--- src/sv/pmes_pkg.sv ---
`timescale 1ns / 1ps

package pmes_pkg;

  localparam int EvW      = 3;
  localparam int FuncW    = 2;
  localparam int SecW     = 16;
  localparam int CfgDataW = 32;
  localparam int CfgAddrW = 4;

  typedef logic [EvW-1:0]   event_t;
  typedef logic [FuncW-1:0] func_t;
  typedef logic [SecW-1:0]  sec_t;

  localparam event_t EV_POWER_UP = 3'd0;
  localparam event_t EV_WAIT     = 3'd1;
  localparam event_t EV_PREPARE  = 3'd2;
  localparam event_t EV_ENTER    = 3'd3;
  localparam event_t EV_EXT1     = 3'd4;
  localparam event_t EV_EXT2     = 3'd5;
  localparam event_t EV_RTC      = 3'd6;
  localparam event_t EV_EXIT     = 3'd7;

  localparam func_t FUNC_REQUEST = 2'd0;
  localparam func_t FUNC_TICK    = 2'd1;
  localparam func_t FUNC_SLEEP   = 2'd2;
  localparam func_t FUNC_POLL    = 2'd3;

  localparam logic [1:0] REG_KEEP_AWAKE = 2'd0;
  localparam logic [1:0] REG_WAIT_HOLD  = 2'd1;
  localparam logic [1:0] REG_EXT_HOLD   = 2'd2;

  localparam sec_t WAIT_HOLD_RST = 16'd300;
  localparam sec_t EXT_HOLD_RST  = 16'd3;
  localparam sec_t SEC_MAX       = 16'hFFFF;

  typedef struct packed {
    logic keep_awake;
    sec_t wait_hold_seconds;
    sec_t ext_wake_hold_seconds;
  } cfg_t;

  // bit p set when event p may precede requested event
  function automatic logic [7:0] legal_from(event_t req);
    logic [7:0] m;
    case (req)
      EV_POWER_UP: m = 8'hFF;
      EV_WAIT:     m = (8'd1 << EV_POWER_UP) | (8'd1 << EV_EXIT);
      EV_PREPARE:  m = 8'd1 << EV_WAIT;
      EV_ENTER:    m = (8'd1 << EV_PREPARE) | (8'd1 << EV_EXT1) |
                       (8'd1 << EV_EXT2) | (8'd1 << EV_RTC);
      EV_EXT1:     m = 8'd1 << EV_ENTER;
      EV_EXT2:     m = 8'd1 << EV_ENTER;
      EV_RTC:      m = 8'd1 << EV_ENTER;
      EV_EXIT:     m = (8'd1 << EV_EXT1) | (8'd1 << EV_EXT2) | (8'd1 << EV_RTC);
      default:     m = 8'h00;
    endcase
    return m;
  endfunction

endpackage

--- src/sv/pmes_in_if.sv ---
`timescale 1ns / 1ps

interface pmes_in_if;
  logic                   valid;
  logic                   ready;
  pmes_pkg::func_t        func;
  pmes_pkg::event_t       requested_event;

  modport source (output valid, output func, output requested_event, input ready);
  modport sink (input valid, input func, input requested_event, output ready);
endinterface

--- src/sv/pmes_out_if.sv ---
`timescale 1ns / 1ps

interface pmes_out_if;
  logic             valid;
  logic             ready;
  logic             accepted;
  pmes_pkg::event_t current_event;
  logic             hold_expired;
  logic             go_low_power;

  modport source (output valid, output accepted, output current_event,
                  output hold_expired, output go_low_power, input ready);
  modport sink (input valid, input accepted, input current_event,
                input hold_expired, input go_low_power, output ready);
endinterface

--- src/sv/power_mode_event_sequencer.sv ---
`timescale 1ns / 1ps

// Power mode event sequencer.
// in_ch carries one transaction per command: func selects an event request,
// a one-second tick, a sleep request or a low-power poll; requested_event is
// used by requests only. out_ch returns exactly one transaction per input with
// the accept flag, the current event, the hold-expired flag and the poll answer.
// A result is registered: its input passes the input register, then the
// sequencer logic into the result register.
// Throughput: one transaction per cycle while out_ch does not stall; the single
// update of the event, seconds counter and hold limit per cycle sets that figure.
// Reset (rst_n low, synchronous) empties both registers, sets the power-up
// event with zero count, zero limit and no pending sleep, and loads the
// registers with keep_awake 0, wait hold 300 and external wake hold 3.
// When out_ch stalls, one more transaction is taken into the input register,
// then in_ch.ready drops until the result is taken.
// APB: keep_awake at 0x0, wait hold at 0x4, external wake hold at 0x8;
// write only while no transaction is in flight.

module power_mode_event_sequencer (
  input  logic                          clk,
  input  logic                          rst_n,
  pmes_in_if.sink                       in_ch,
  pmes_out_if.source                    out_ch,
  input  logic                          psel,
  input  logic                          penable,
  input  logic                          pwrite,
  input  logic [pmes_pkg::CfgAddrW-1:0] paddr,
  input  logic [pmes_pkg::CfgDataW-1:0] pwdata,
  output logic [pmes_pkg::CfgDataW-1:0] prdata,
  output logic                          pready
);

  pmes_pkg::cfg_t cfg;

  pmes_cfg u_cfg (
    .clk     (clk),
    .rst_n   (rst_n),
    .psel    (psel),
    .penable (penable),
    .pwrite  (pwrite),
    .paddr   (paddr),
    .pwdata  (pwdata),
    .prdata  (prdata),
    .pready  (pready),
    .cfg     (cfg)
  );

  pmes_core u_core (
    .clk    (clk),
    .rst_n  (rst_n),
    .cfg    (cfg),
    .in_ch  (in_ch),
    .out_ch (out_ch)
  );

  a_accept_clears_hold: assert property (@(posedge clk) disable iff (!rst_n)
    out_ch.valid && out_ch.accepted |-> !out_ch.hold_expired)
    else $error("accepted event reported an expired hold");

  a_free_when_empty: assert property (@(posedge clk) disable iff (!rst_n)
    !out_ch.valid |-> in_ch.ready)
    else $error("input stalled with an empty result register");

  a_reset_empty: assert property (@(posedge clk)
    rst_n && $past(!rst_n) |-> !out_ch.valid)
    else $error("result valid right after reset");

  a_powerup_always_taken: assert property (@(posedge clk) disable iff (!rst_n)
    out_ch.valid && out_ch.accepted && out_ch.current_event == pmes_pkg::EV_POWER_UP
    |-> !out_ch.go_low_power)
    else $error("request reported a low power answer");

endmodule

--- src/sv/pmes_cfg.sv ---
`timescale 1ns / 1ps

module pmes_cfg (
  input  logic                              clk,
  input  logic                              rst_n,
  input  logic                              psel,
  input  logic                              penable,
  input  logic                              pwrite,
  input  logic [pmes_pkg::CfgAddrW-1:0]     paddr,
  input  logic [pmes_pkg::CfgDataW-1:0]     pwdata,
  output logic [pmes_pkg::CfgDataW-1:0]     prdata,
  output logic                              pready,
  output pmes_pkg::cfg_t                    cfg
);

  pmes_pkg::cfg_t cfg_r;
  pmes_pkg::cfg_t cfg_nxt;
  logic           wr_en;
  logic [1:0]     reg_idx;

  assign pready  = 1'b1;
  assign wr_en   = psel && penable && pwrite;
  assign reg_idx = paddr[3:2];

  always_comb begin
    cfg_nxt = cfg_r;
    if (wr_en) begin
      case (reg_idx)
        pmes_pkg::REG_KEEP_AWAKE: cfg_nxt.keep_awake = pwdata[0];
        pmes_pkg::REG_WAIT_HOLD:  cfg_nxt.wait_hold_seconds = pwdata[15:0];
        pmes_pkg::REG_EXT_HOLD:   cfg_nxt.ext_wake_hold_seconds = pwdata[15:0];
        default: ;
      endcase
    end
  end

  always_ff @(posedge clk) begin
    if (!rst_n) begin
      cfg_r.keep_awake            <= 1'b0;
      cfg_r.wait_hold_seconds     <= pmes_pkg::WAIT_HOLD_RST;
      cfg_r.ext_wake_hold_seconds <= pmes_pkg::EXT_HOLD_RST;
    end else begin
      cfg_r <= cfg_nxt;
    end
  end

  always_comb begin
    case (reg_idx)
      pmes_pkg::REG_KEEP_AWAKE: prdata = {31'd0, cfg_r.keep_awake};
      pmes_pkg::REG_WAIT_HOLD:  prdata = {16'd0, cfg_r.wait_hold_seconds};
      pmes_pkg::REG_EXT_HOLD:   prdata = {16'd0, cfg_r.ext_wake_hold_seconds};
      default:                  prdata = '0;
    endcase
  end

  assign cfg = cfg_r;

endmodule

--- src/sv/pmes_core.sv ---
`timescale 1ns / 1ps

module pmes_core (
  input  logic           clk,
  input  logic           rst_n,
  input  pmes_pkg::cfg_t cfg,
  pmes_in_if.sink        in_ch,
  pmes_out_if.source     out_ch
);

  // input register
  logic               in_vld_r;
  pmes_pkg::func_t    func_r;
  pmes_pkg::event_t   req_r;
  // sequencer state
  pmes_pkg::event_t   present_r, present_nxt;
  pmes_pkg::sec_t     elapsed_r, elapsed_nxt;
  pmes_pkg::sec_t     hold_r, hold_nxt;
  logic               sleep_pend_r, sleep_pend_nxt;
  // result register
  logic               out_vld_r;
  logic               acc_r, acc_nxt;
  pmes_pkg::event_t   cur_r;
  logic               exp_r, exp_nxt;
  logic               go_r, go_nxt;

  logic               advance;
  logic               do_item;
  logic [7:0]         legal;

  assign advance     = !out_vld_r || out_ch.ready;
  assign in_ch.ready = !in_vld_r || advance;
  assign do_item     = in_vld_r && advance;
  assign legal       = pmes_pkg::legal_from(req_r);

  always_comb begin
    present_nxt    = present_r;
    elapsed_nxt    = elapsed_r;
    hold_nxt       = hold_r;
    sleep_pend_nxt = sleep_pend_r;
    acc_nxt        = 1'b0;
    go_nxt         = 1'b0;
    case (func_r)
      pmes_pkg::FUNC_REQUEST: begin
        if (legal[present_r]) begin
          acc_nxt     = 1'b1;
          present_nxt = req_r;
          elapsed_nxt = '0;
          if (req_r == pmes_pkg::EV_WAIT) begin
            hold_nxt = cfg.wait_hold_seconds;
          end else if (req_r == pmes_pkg::EV_EXT1 || req_r == pmes_pkg::EV_EXT2) begin
            hold_nxt = cfg.ext_wake_hold_seconds;
          end else begin
            hold_nxt = '0;
          end
        end
      end
      pmes_pkg::FUNC_TICK: begin
        if (elapsed_r != pmes_pkg::SEC_MAX) begin
          elapsed_nxt = elapsed_r + 16'd1;
        end
      end
      pmes_pkg::FUNC_SLEEP: begin
        sleep_pend_nxt = 1'b1;
      end
      pmes_pkg::FUNC_POLL: begin
        if (sleep_pend_r) begin
          sleep_pend_nxt = 1'b0;
          go_nxt         = 1'b1;
        end else if ((elapsed_r > hold_r) && !cfg.keep_awake) begin
          go_nxt = 1'b1;
        end
      end
      default: ;
    endcase
    exp_nxt = elapsed_nxt > hold_nxt;
  end

  always_ff @(posedge clk) begin
    if (!rst_n) begin
      in_vld_r     <= 1'b0;
      out_vld_r    <= 1'b0;
      present_r    <= pmes_pkg::EV_POWER_UP;
      elapsed_r    <= '0;
      hold_r       <= '0;
      sleep_pend_r <= 1'b0;
    end else begin
      if (in_ch.ready) begin
        in_vld_r <= in_ch.valid;
      end
      if (advance) begin
        out_vld_r <= in_vld_r;
      end
      if (do_item) begin
        present_r    <= present_nxt;
        elapsed_r    <= elapsed_nxt;
        hold_r       <= hold_nxt;
        sleep_pend_r <= sleep_pend_nxt;
      end
    end
  end

  always_ff @(posedge clk) begin
    if (in_ch.valid && in_ch.ready) begin
      func_r <= in_ch.func;
      req_r  <= in_ch.requested_event;
    end
    if (do_item) begin
      acc_r <= acc_nxt;
      cur_r <= present_nxt;
      exp_r <= exp_nxt;
      go_r  <= go_nxt;
    end
  end

  assign out_ch.valid         = out_vld_r;
  assign out_ch.accepted      = acc_r;
  assign out_ch.current_event = cur_r;
  assign out_ch.hold_expired  = exp_r;
  assign out_ch.go_low_power  = go_r;

endmodule

--- src/flat_wrapper.sv ---
// flat-port wrapper written by rule: the top's interface ports become plain ports
module power_mode_event_sequencer_flat 
  (clk, rst_n, psel, penable, pwrite, paddr, pwdata, prdata, pready, in_ch_valid, in_ch_func, in_ch_requested_event, in_ch_ready, out_ch_valid, out_ch_accepted, out_ch_current_event, out_ch_hold_expired, out_ch_go_low_power, out_ch_ready);
  pmes_in_if in_ch_i ();
  pmes_out_if out_ch_i ();
  input  logic clk;
  input  logic rst_n;
  input  logic psel;
  input  logic penable;
  input  logic pwrite;
  input  logic [pmes_pkg::CfgAddrW-1:0] paddr;
  input  logic [pmes_pkg::CfgDataW-1:0] pwdata;
  output logic [pmes_pkg::CfgDataW-1:0] prdata;
  output logic pready;
  input wire logic [$bits(in_ch_i.valid)-1:0] in_ch_valid;
  input wire logic [$bits(in_ch_i.func)-1:0] in_ch_func;
  input wire logic [$bits(in_ch_i.requested_event)-1:0] in_ch_requested_event;
  output wire logic [$bits(in_ch_i.ready)-1:0] in_ch_ready;
  output wire logic [$bits(out_ch_i.valid)-1:0] out_ch_valid;
  output wire logic [$bits(out_ch_i.accepted)-1:0] out_ch_accepted;
  output wire logic [$bits(out_ch_i.current_event)-1:0] out_ch_current_event;
  output wire logic [$bits(out_ch_i.hold_expired)-1:0] out_ch_hold_expired;
  output wire logic [$bits(out_ch_i.go_low_power)-1:0] out_ch_go_low_power;
  input wire logic [$bits(out_ch_i.ready)-1:0] out_ch_ready;
  assign in_ch_i.valid = in_ch_valid;
  assign in_ch_i.func = in_ch_func;
  assign in_ch_i.requested_event = in_ch_requested_event;
  assign in_ch_ready = in_ch_i.ready;
  assign out_ch_valid = out_ch_i.valid;
  assign out_ch_accepted = out_ch_i.accepted;
  assign out_ch_current_event = out_ch_i.current_event;
  assign out_ch_hold_expired = out_ch_i.hold_expired;
  assign out_ch_go_low_power = out_ch_i.go_low_power;
  assign out_ch_i.ready = out_ch_ready;
  power_mode_event_sequencer u_core (.clk(clk), .rst_n(rst_n), .in_ch(in_ch_i), .out_ch(out_ch_i), .psel(psel), .penable(penable), .pwrite(pwrite), .paddr(paddr), .pwdata(pwdata), .prdata(prdata), .pready(pready));
endmodule
--- config.mk ---
export PLATFORM = sky130hd
export DESIGN_NAME = power_mode_event_sequencer_flat
export DESIGN_NICKNAME = d
export VERILOG_FILES = /design/src/sv/pmes_pkg.sv /design/src/sv/pmes_in_if.sv /design/src/sv/pmes_out_if.sv /design/src/sv/power_mode_event_sequencer.sv /design/src/sv/pmes_cfg.sv /design/src/sv/pmes_core.sv /design/src/flat_wrapper.sv
export SDC_FILE = /design/constraint.sdc
export NUM_CORES = 1
export LEC_CHECK = 0
export BUFFER_PORTS_ARGS = -buffer_cell sky130_fd_sc_hd__buf_2
export CORE_UTILIZATION = 40
export DETAILED_ROUTE_END_ITERATION = 6
export GPL_ROUTABILITY_DRIVEN = 0
export PLACE_DENSITY_LB_ADDON = 0.05
export SYNTH_ARGS = -nofsm -noshare
export SYNTH_HDL_FRONTEND = slang
export SYNTH_HIERARCHICAL = 1
export SYNTH_SLANG_ARGS = --single-unit
--- constraint.sdc ---
create_clock -name clk -period 3.36 [get_ports clk]
set_input_delay 0.336 -clock clk [delete_from_list [all_inputs] [get_ports clk]]
set_output_delay 0.336 -clock clk [all_outputs]
set_load 0.01 [all_outputs]
==> impl_metrics.toml <==
[synthesis]
synth_cell_types = 71
synthAdderAreaFrac_pct = 8.28
synth_xor_area_share_pct = 1.29
ys.flop_type = "dfxtp_1"
synth_area_um2 = 5440
synth_edf_count = 11
syn_inst = 623
synth_top_family_by_area = "compound AO/OA/AOI/OAI gates"
synthSimpleGateAreaFrac_pct = 18.2
ys_seq_elements = 87
yosysSeqAreaShare_pct = 34.0
ys_async_sr_fraction_pct = 0
synth-compound-area-share_pct = 21.4
syn-mean-instance-area_um2 = 8.74
muxShareOfSynthArea_pct = 7.89
ys.warnings.count = 6

[clocking]
cts-resized-gates = 0
cts_sinks = 87
clockBufferDepth = 2
postCtsSetupRepairBufs = 0
cts_root_buf = "clkbuf_16"
cts_tree = "built"
cts_htree_levels = 3
tritoncts.num_buffers = 9
clk_latency_ns = 0.35
postCtsHoldBufs = 0
path_clk_slew_ns = 0.07

[timing]
slew_headroom_pct = 37.0
fmax_mhz = 324
rsz0062_at_grt = "no"
hold_viol_final = 0
period_share_pct = 91.9
tightest_slew_ns = 0.945
drv_slew = 0
worst_clock_skew_ns = 0.00594
setup_violations = 0
tns_ns = 0
fin_crit_ns = 3.09

[worst_setup_path]
endpoint_kind = "register"
start_kind = "register"
reg2reg_from = "u_core/u_core/elapsed_r[7]$_SDFFE_PN0P_"
worstPathMaxFanout = 7
critical_path_class = "register to register"
worstRegToRegCells = 11
r2r_setup_slack_ns = 0.27
startpoint = "u_core/u_core/elapsed_r[7]$_SDFFE_PN0P_"
regToRegEndpoint = "u_core/u_core/out_ch.hold_expired$_DFFE_PP_"
worstPathRequired_ns = 3.45
arrival_ns = 3.18
crit_path_end = "u_core/u_core/out_ch.hold_expired$_DFFE_PP_"

[finish]
layout-drive-gt1-share_pct = 19.0
nNetsFinal = 754
stdcell_area_um2 = 6140
antennaDiodeCount = 0
area_growth_pct = 12.9

[grt]
grt_pass1_vias = 4441
grt_max_degree = 52
grt_pass1_wl_um = 22700
grt-ovfl-total = 0
antenna_found_initial = 0
grt_use_total_pct = 20.4

[routing]
routedWlPerCell_um = 16.1
drcViolationCount = 0
vias = 4586
first_pass_iters = 5
drtIter0Drc = 257
drt-total-wl_um = 13700
avgViaCountPerCell = 5.39
antenna_left = 0

[floorplanning]
coreArea_um2 = 13200
die-height_um = 119
ios = 89
die_x_um = 119
dieArea_um2 = 14100
initial_core_util_pct = 41.1
rows = 42

[placed_design]
port_buffers = 53
place_area_um2 = 5840
dp_hpwl_um = 9790

[pwr]
p_leak_nw = 2.39
ir_worst_vdd_uv = 271
cellPowerDensity_nw_per_um2 = 393

[flow_run]
drv_cap = 0

[run_status]
status = "completed"

[worst_hold_path]
holdCritPathClass = "primary input to register"
worstHoldStart = "in_ch_func[1]"
-- placed cells by master, fill, tap and decap left out, types with 4 or more instances in the layout --
master     netlist  routed
mux2_2           5       5
a211oi_2        14      13
ha_1            36      36
conb_1           2      17
buf_2            8      53
a21oi_1         24      24
clkbuf_16        0       9
o211ai_1        10      10
dfxtp_1         76      76
o311ai_0         5       5
xnor2_1          6       6
o21ai_0         26      26
mux2i_1         35      35
a211oi_1         6       6
nand3_1         18      18
a22o_1          15      15
a31oi_1          4       4
nor2b_1          7       7
nand4b_1         5       5
nor2_1          46      46
nand2_1         80      80
a21o_1           7       7
edfxtp_1        11      11
nand4_1         11      11
nor3_1           8       8
a22oi_1         18      18
buf_4           18      23
inv_1           33      33
-- worst min path at each step --
stage / to / depth (start not counted)
6_report: u_core/u_core/func_r[1]$_DFFE_PP_ / 1
2_1_floorplan: u_core/u_core/func_r[0]$_DFFE_PP_ / 0
4_1_cts: u_core/u_core/func_r[1]$_DFFE_PP_ / 1
5_1_grt: u_core/u_core/func_r[1]$_DFFE_PP_ / 1
3_5_place_dp: u_core/u_cfg/cfg[14]$_SDFFE_PN0P_ / 2
3_3_place_gp: u_core/u_cfg/cfg[15]$_SDFFE_PN0P_ / 2
-- sequential cells by signal (all words and copies together) (netlist names) --
register / flops
u_core/u_cfg/cfg: 33
u_core/u_core/elapsed_r: 16
u_core/u_core/func_r: 2
u_core/u_core/hold_r: 16
u_core/u_core/in_vld_r: 1
u_core/u_core/legal: 5
u_core/u_core/out_ch.accepted: 1
u_core/u_core/out_ch.current_event: 3
u_core/u_core/out_ch.go_low_power: 1
u_core/u_core/out_ch.hold_expired: 1
u_core/u_core/out_ch.valid: 1
u_core/u_core/present_r: 3
u_core/u_core/req_r: 3
u_core/u_core/sleep_pend_r: 1
-- critical path, cell delays in order (launching register included) --
cell,delay (ns)
dfxtp_1,0.46
nand4_1,0.28
buf_4,0.23
or3_1,0.42
o21a_1,0.20
o21ai_0,0.14
o31ai_1,0.13
ha_1,0.22
a21o_1,0.17
a21o_1,0.16
a211oi_1,0.29
a21oi_1,0.11
-- per-layer routing --
layer	wire length, µm	global-route usage (%)	part of all wire, %
met5	0	0	0
met4	250	8.31	1.8
met3	503	3.04	3.7
met2	6130	32.5	45
met1	6850	27.5	50
-- cells by family (layout without fill, tap and decap cells) --
family,after synthesis,in the layout
other,2,17
buffers and inverters,90,127
XOR/XNOR,8,8
multiplexers,41,41
AO/OA/AOI/OAI,154,154
flip-flops,87,87
AND/OR/NAND/NOR,205,205
adder cells (fa/ha/maj),36,36
-- cells in the mapped netlist, drive strengths merged, types with 20 or more instances --
library cell,number,area share [%]
mux2i,35,6.4
a21oi,24,2.2
clkbuf,21,1.5
dfxtp,76,28
buf,35,5.0
ha,36,8.3
o21ai,27,2.5
nor2,49,3.5
nand2,80,5.5
inv,33,2.3
a211oi,20,4.0
-- area by class of cell --
class                           instances  area (µm²)
Tap cell                              176         220
Clock inverter                          7        80.1
Clock buffer                            9         225
Fill cell                            1378        7100
Timing Repair Buffer                   77         458
Multi-Input combinational cell        461        3180
Inverter                               34         128
Sequential cell                        87        1850
-- per-stage QoR --
step	setup WS, ns	hold WS, ns	instances	utilization [%]	total power [W]
finish	0.272	0.162	851	46.4	0.00241
global route	0.0619	0.154	851	46.4	0.00252
CTS	0.236	0.146	851	46.4	0.00245
detailed placement	0.272	0.461	835	44.1	0.00139
global placement	0.327	0.456	835	44.1	0.00139
floorplan	0.493	0.435	638	-	0.00132
-- power breakdown --
part	internal [W]	leakage, nW	switching [W]
Clock	0.000586	0.148	0.000462
Combinational	0.0000980	1.52	0.000168
Sequential	0.00108	0.720	0.0000178
Total	0.00177	2.39	0.000647
Power figures use the tool's default switching activity.
